File: src/rtl/core/hbcl_pkg.sv
// shared types and codes of the hashed block cache tag engine
// no dependencies; used by the controller, datapath, top level and checker
`default_nettype none

package hbcl_pkg;

   // action codes on the request channel
   localparam logic [1:0] ACT_GET     = 2'd0;
   localparam logic [1:0] ACT_RELEASE = 2'd1;
   localparam logic [1:0] ACT_PIN     = 2'd2;
   localparam logic [1:0] ACT_UNPIN   = 2'd3;

   // status codes on the response channel
   localparam logic [1:0] ST_OK       = 2'd0;
   localparam logic [1:0] ST_NO_FREE  = 2'd1;
   localparam logic [1:0] ST_UNDER    = 2'd2;
   localparam logic [1:0] ST_OVER     = 2'd3;

   // bucket reduction takes the block number a byte per step
   localparam int MOD_STEPS = 4;
   localparam int MOD_DIGIT = 8;

   localparam int REQ_DATA_W = 80;
   localparam int RSP_DATA_W = 16;

   typedef struct packed {
      logic init_wr;
      logic req_load;
      logic mod_step;
      logic scan_rd;
      logic ent_rd;
      logic get_commit;
      logic ent_commit;
   } cmd_type;

   typedef struct packed {
      logic is_get;
   } stat_type;

endpackage

`default_nettype wire

File: src/rtl/core/hbcl_controller.sv
// controller: sequencing of clearing pass, get scan and entry updates, response handshake
// depends on hbcl_pkg for command and status types
`default_nettype none

module hbcl_controller #(
   parameter int NUM_BUFFERS = 32,
   parameter int IDX_W       = 5
) (
   input  wire logic               clock,
   input  wire logic               reset,
   input  wire logic               req_tvalid,
   output      logic               req_tready,
   output      logic               rsp_tvalid,
   input  wire logic               rsp_tready,
   input  wire hbcl_pkg::stat_type stat,
   output      hbcl_pkg::cmd_type  cmd,
   output      logic [IDX_W-1:0]   addr
);

   localparam int CNT_W = (IDX_W > 2) ? IDX_W : 2;

   localparam logic [3:0] S_INIT    = 4'd0;
   localparam logic [3:0] S_IDLE    = 4'd1;
   localparam logic [3:0] S_DISP    = 4'd2;
   localparam logic [3:0] S_MOD     = 4'd3;
   localparam logic [3:0] S_SCAN    = 4'd4;
   localparam logic [3:0] S_DRAIN   = 4'd5;
   localparam logic [3:0] S_GCOMMIT = 4'd6;
   localparam logic [3:0] S_ERD     = 4'd7;
   localparam logic [3:0] S_ECOMMIT = 4'd8;

   logic [3:0]       state_ff, state_in;
   logic [CNT_W-1:0] cnt_ff,   cnt_in;
   logic             rvalid_ff, rvalid_in;
   logic             out_free;
   logic             last_entry;

   assign out_free   = !rvalid_ff || rsp_tready;
   assign last_entry = (cnt_ff == CNT_W'(NUM_BUFFERS - 1));
   assign addr       = cnt_ff[IDX_W-1:0];
   assign req_tready = (state_ff == S_IDLE);
   assign rsp_tvalid = rvalid_ff;

   always_comb begin
      state_in = state_ff;
      cnt_in   = cnt_ff;
      cmd      = '0;
      unique case (state_ff)
         S_INIT: begin
            cmd.init_wr = 1'b1;
            cnt_in = cnt_ff + 1'b1;
            if (last_entry) begin
               cnt_in   = '0;
               state_in = S_IDLE;
            end
         end
         S_IDLE: begin
            if (req_tvalid) begin
               cmd.req_load = 1'b1;
               state_in = S_DISP;
            end
         end
         S_DISP: begin
            cnt_in   = '0;
            state_in = stat.is_get ? S_MOD : S_ERD;
         end
         S_MOD: begin
            cmd.mod_step = 1'b1;
            cnt_in = cnt_ff + 1'b1;
            if (cnt_ff == CNT_W'(hbcl_pkg::MOD_STEPS - 1)) begin
               cnt_in   = '0;
               state_in = S_SCAN;
            end
         end
         S_SCAN: begin
            cmd.scan_rd = 1'b1;
            cnt_in = cnt_ff + 1'b1;
            if (last_entry) begin
               cnt_in   = '0;
               state_in = S_DRAIN;
            end
         end
         S_DRAIN: begin
            state_in = S_GCOMMIT;
         end
         S_GCOMMIT: begin
            if (out_free) begin
               cmd.get_commit = 1'b1;
               state_in = S_IDLE;
            end
         end
         S_ERD: begin
            cmd.ent_rd = 1'b1;
            state_in = S_ECOMMIT;
         end
         S_ECOMMIT: begin
            if (out_free) begin
               cmd.ent_commit = 1'b1;
               state_in = S_IDLE;
            end
         end
         default: begin
            state_in = S_INIT;
            cnt_in   = '0;
         end
      endcase
   end

   always_comb begin
      rvalid_in = rvalid_ff && !rsp_tready;
      if (cmd.get_commit || cmd.ent_commit) begin
         rvalid_in = 1'b1;
      end
   end

   always_ff @(posedge clock) begin
      if (reset) begin
         state_ff  <= S_INIT;
         cnt_ff    <= '0;
         rvalid_ff <= 1'b0;
      end else begin
         state_ff  <= state_in;
         cnt_ff    <= cnt_in;
         rvalid_ff <= rvalid_in;
      end
   end

endmodule

`default_nettype wire

File: config.mk
export PLATFORM = sky130hd
export DESIGN_NAME = hbcl_controller
export DESIGN_NICKNAME = d
export VERILOG_FILES = /design/src/rtl/core/hbcl_pkg.sv /design/src/rtl/core/hbcl_controller.sv
export SDC_FILE = /design/constraint.sdc
export NUM_CORES = 1
export LEC_CHECK = 0
export BUFFER_PORTS_ARGS = -buffer_cell sky130_fd_sc_hd__buf_2
export CORE_MARGIN = 1.5
export CORE_UTILIZATION = 49
export DETAILED_ROUTE_END_ITERATION = 10
export MAX_ROUTING_LAYER = met4
export PLACE_DENSITY = 0.76
export SLEW_MARGIN = 20
export SYNTH_ARGS = -nofsm -noshare
export SYNTH_HDL_FRONTEND = slang
export SYNTH_SLANG_ARGS = --single-unit
File: constraint.sdc
create_clock -name clock -period 2.5 [get_ports clock]
set_input_delay 0.25 -clock clock [delete_from_list [all_inputs] [get_ports clock]]
set_output_delay 0.25 -clock clock [all_outputs]
set_load 0.03 [all_outputs]
==> results.sh <==
export IMPL_status="finished, final reports clean"
export IMPL_whs_path_depth=2
export IMPL_core_area_um2=1171
export IMPL_syn_nets=92
export IMPL_setup_viol=0
export IMPL_min_to="addr[3]"
export IMPL_yosysTopAreaCell="dfxtp_1"
export IMPL_postPlaceCellArea_um2=749.5
export IMPL_yosysMostFrequentCell="nor2_1"
export IMPL_die_x_um=39.55
export IMPL_period_needed_ns=2.170
export IMPL_synth_distinct_cells=34
export IMPL_drive_gt1_frac=0.3039
export IMPL_grt_usage=0.2312
export IMPL_netlist_top_cells_count="nor2_1, dfxtp_1, a21oi_1, nand2_1"
export IMPL_syn_cell_area_um2=654.4
export IMPL_path_clk_slew_ns=0.07
export IMPL_io_pins=19
export IMPL_grt_overflow_total=0
export IMPL_avgSynthCellArea_um2=7.699
export IMPL_num_rows=12
export IMPL_fin_nets=111
export IMPL_seq_area_frac_synth=0.3059
export IMPL_n_fill_cell=102
export IMPL_vias_per_cell=5.621
export IMPL_cts_buffer_depth=2
export IMPL_fin_skew_ns=0.004332
export IMPL_hold_viol=0
export IMPL_async_reset_ff_frac=0
export IMPL_postCtsSetupBuffers=0
export IMPL_max_freq_mhz=460.8
export IMPL_num_vias=652
export IMPL_cap_violations=0
export IMPL_drv_slew=0
export IMPL_synth_seq_cells=10
export IMPL_antenna_cells=0
export IMPL_max_slew_margin_rel=0.6854
export IMPL_timing_rr_start="addr[1]"
export IMPL_portBuffers=18
export IMPL_drt_pass1_iterations=4
export IMPL_yosysTopAreaCellShare=0.3059
export IMPL_gp_congestion=0.7790
export IMPL_dieArea_um2=1564
export IMPL_fin_setup_tns_ns=0
export IMPL_reg2regPathDepth=6
export IMPL_ir_worst_vdd_v=0.0006157
export IMPL_die_h_um=39.55
export IMPL_cts_sinks=10
export IMPL_min_delay_path_class="input port to flop"
export IMPL_insertion_delay_ns=0.26
export IMPL_crit_fanout=7
export IMPL_arrival_ns=2.36
export IMPL_cts_made_buffers=3
export IMPL_r2r_end="state_ff[2]"
export IMPL_start_util=0.5588
export IMPL_ff2ff_setup_slack_ns=0.33
export IMPL_crit_type="flop to flop"
export IMPL_grt_pass1_vias=522
export IMPL_synth_edf_count=0
export IMPL_worst_setup_path_start_kind="flop"
export IMPL_crit_required_ns=2.69
export IMPL_drc=0
export IMPL_synthTopCellsByArea="dfxtp_1, nor2_1, a21oi_1"
export IMPL_rsz0062_at_grt="false"
export IMPL_cts_resized=0
export IMPL_syn_to_final_growth_pct=17.97
export IMPL_antenna_found_initial=0
export IMPL_hpwl_mm=1.056
export IMPL_ys_warn_count=0
export IMPL_worstMarginPinSlew_ns=0.4670
export IMPL_wl_per_cell_um=12.29
export IMPL_hold_path_startpoint="reset"
export IMPL_seq_area_um2=200.2
export IMPL_synthFlopType="dfxtp_1"
export IMPL_ctsHoldBuffers=0
export IMPL_leakage_nw=0.3489
export IMPL_powerDensity_nw_per_um2=1039
export IMPL_clockRootBuffer="clkbuf_4"
export IMPL_drt_total_wl_mm=1.426
export IMPL_grt_pass1_wl_mm=2.318
export IMPL_final_cell_area_um2=772.0
export IMPL_endpoint_kind="flop"
export IMPL_ant_nets=0
export IMPL_finalCritPeriodShare=0.8680
export IMPL_synth_cells=85
export IMPL_multiInputGateArea_um2=419.2
export IMPL_h_tree_depth=1
export IMPL_finalPower_w=0.0008024
export IMPL_grt_max_degree=16
export IMPL_drtIter0Drc=18
export IMPL_cts_tree="yes"
==> metrics by stage <==
step	instances	hold WS [ns]	worst slack [ns]	utilization
floorplan	85	0.4821	0.2858	-
global placement	113	0.4822	0.3985	0.6400
detailed placement	113	0.4939	0.3532	0.6400
CTS	116	0.2857	0.3329	0.6592
global route	116	0.3017	0.2331	0.6592
finish	116	0.2872	0.3301	0.6592
==> worst max path at each step <==
stage | slack [ns] | to | start | depth (start not counted)
floorplan | 0.29 | state_ff[2] | addr[1] | 6
global placement | 0.40 | state_ff[2] | addr[1] | 6
detailed placement | 0.35 | state_ff[2] | addr[1] | 6
CTS | 0.33 | state_ff[2] | addr[1] | 6
global route | 0.23 | state_ff[2] | addr[1] | 6
finish | 0.33 | state_ff[2] | addr[1] | 6
==> flip-flops by register name (all words and copies together), names as in the netlist <==
| signal | cells |
|---|---|
| state_ff | 4 |
| addr | 5 |
| rsp_tvalid | 1 |
==> per-layer routing <==
layer,track usage,wire [um]
met1,0.3172,687
met2,0.3197,611
met3,0.05114,116
met4,0.1034,11
met5,-,0
==> layout make-up <==
type	count	share of cell area
clock buffers	3	0.02917
repair buffers	19	0.1264
flip-flops and latches	10	0.2593
inverters	4	0.01945
well taps	14	0.02269
multi-input cells	66	0.5430
==> worst max-delay path: stages (launching register included) <==
cell      delay, ns
dfxtp_1        0.40
ha_1           0.22
or4b_4         0.50
a21oi_4        0.23
o221ai_2       0.20
or3_1          0.39
a31oi_1        0.16
==> placed cells by master, fill, tap and decap left out <==
cell type and n:
buf_2 18, nor2_1 11, dfxtp_1 10, nand2_1 8, a21oi_1 8, inv_1 4
o21ai_0 4, nand2b_1 3, nor2b_1 3, a31oi_1 3, clkbuf_4 3, and3_1 2
nor4_1 2, or3_1 2, ha_1 2, and4bb_2 1, nor3_1 1, and3_2 1
nand3b_1 1, nor4b_1 1, or4b_4 1, a21oi_4 1, o221ai_2 1, a21boi_0 1
nand3_1 1, and2b_2 1, or3_2 1, or3b_2 1, a22o_1 1, a32o_1 1
a2bb2oi_1 1, a22oi_1 1, a211o_2 1, buf_4 1
==> power breakdown <==
part	total, W	switching (W)	internal [W]
Sequential	0.000262	0.0000678	0.000194
Clock	0.000110	0.0000548	0.0000556
Combinational	0.000430	0.000261	0.000170
Total	0.000802	0.000383	0.000419
==> cell families after synthesis <==
family / count (synthesis) / synth area share
buffers and inverters: 9 / 0.05352
and+or+nand+nor: 41 / 0.3537
AOI/OAI and AO/OA: 23 / 0.2486
adders and majority gates: 2 / 0.03823
DFF: 10 / 0.3059
No activity file was read; power rests on OpenSTA's default activity.
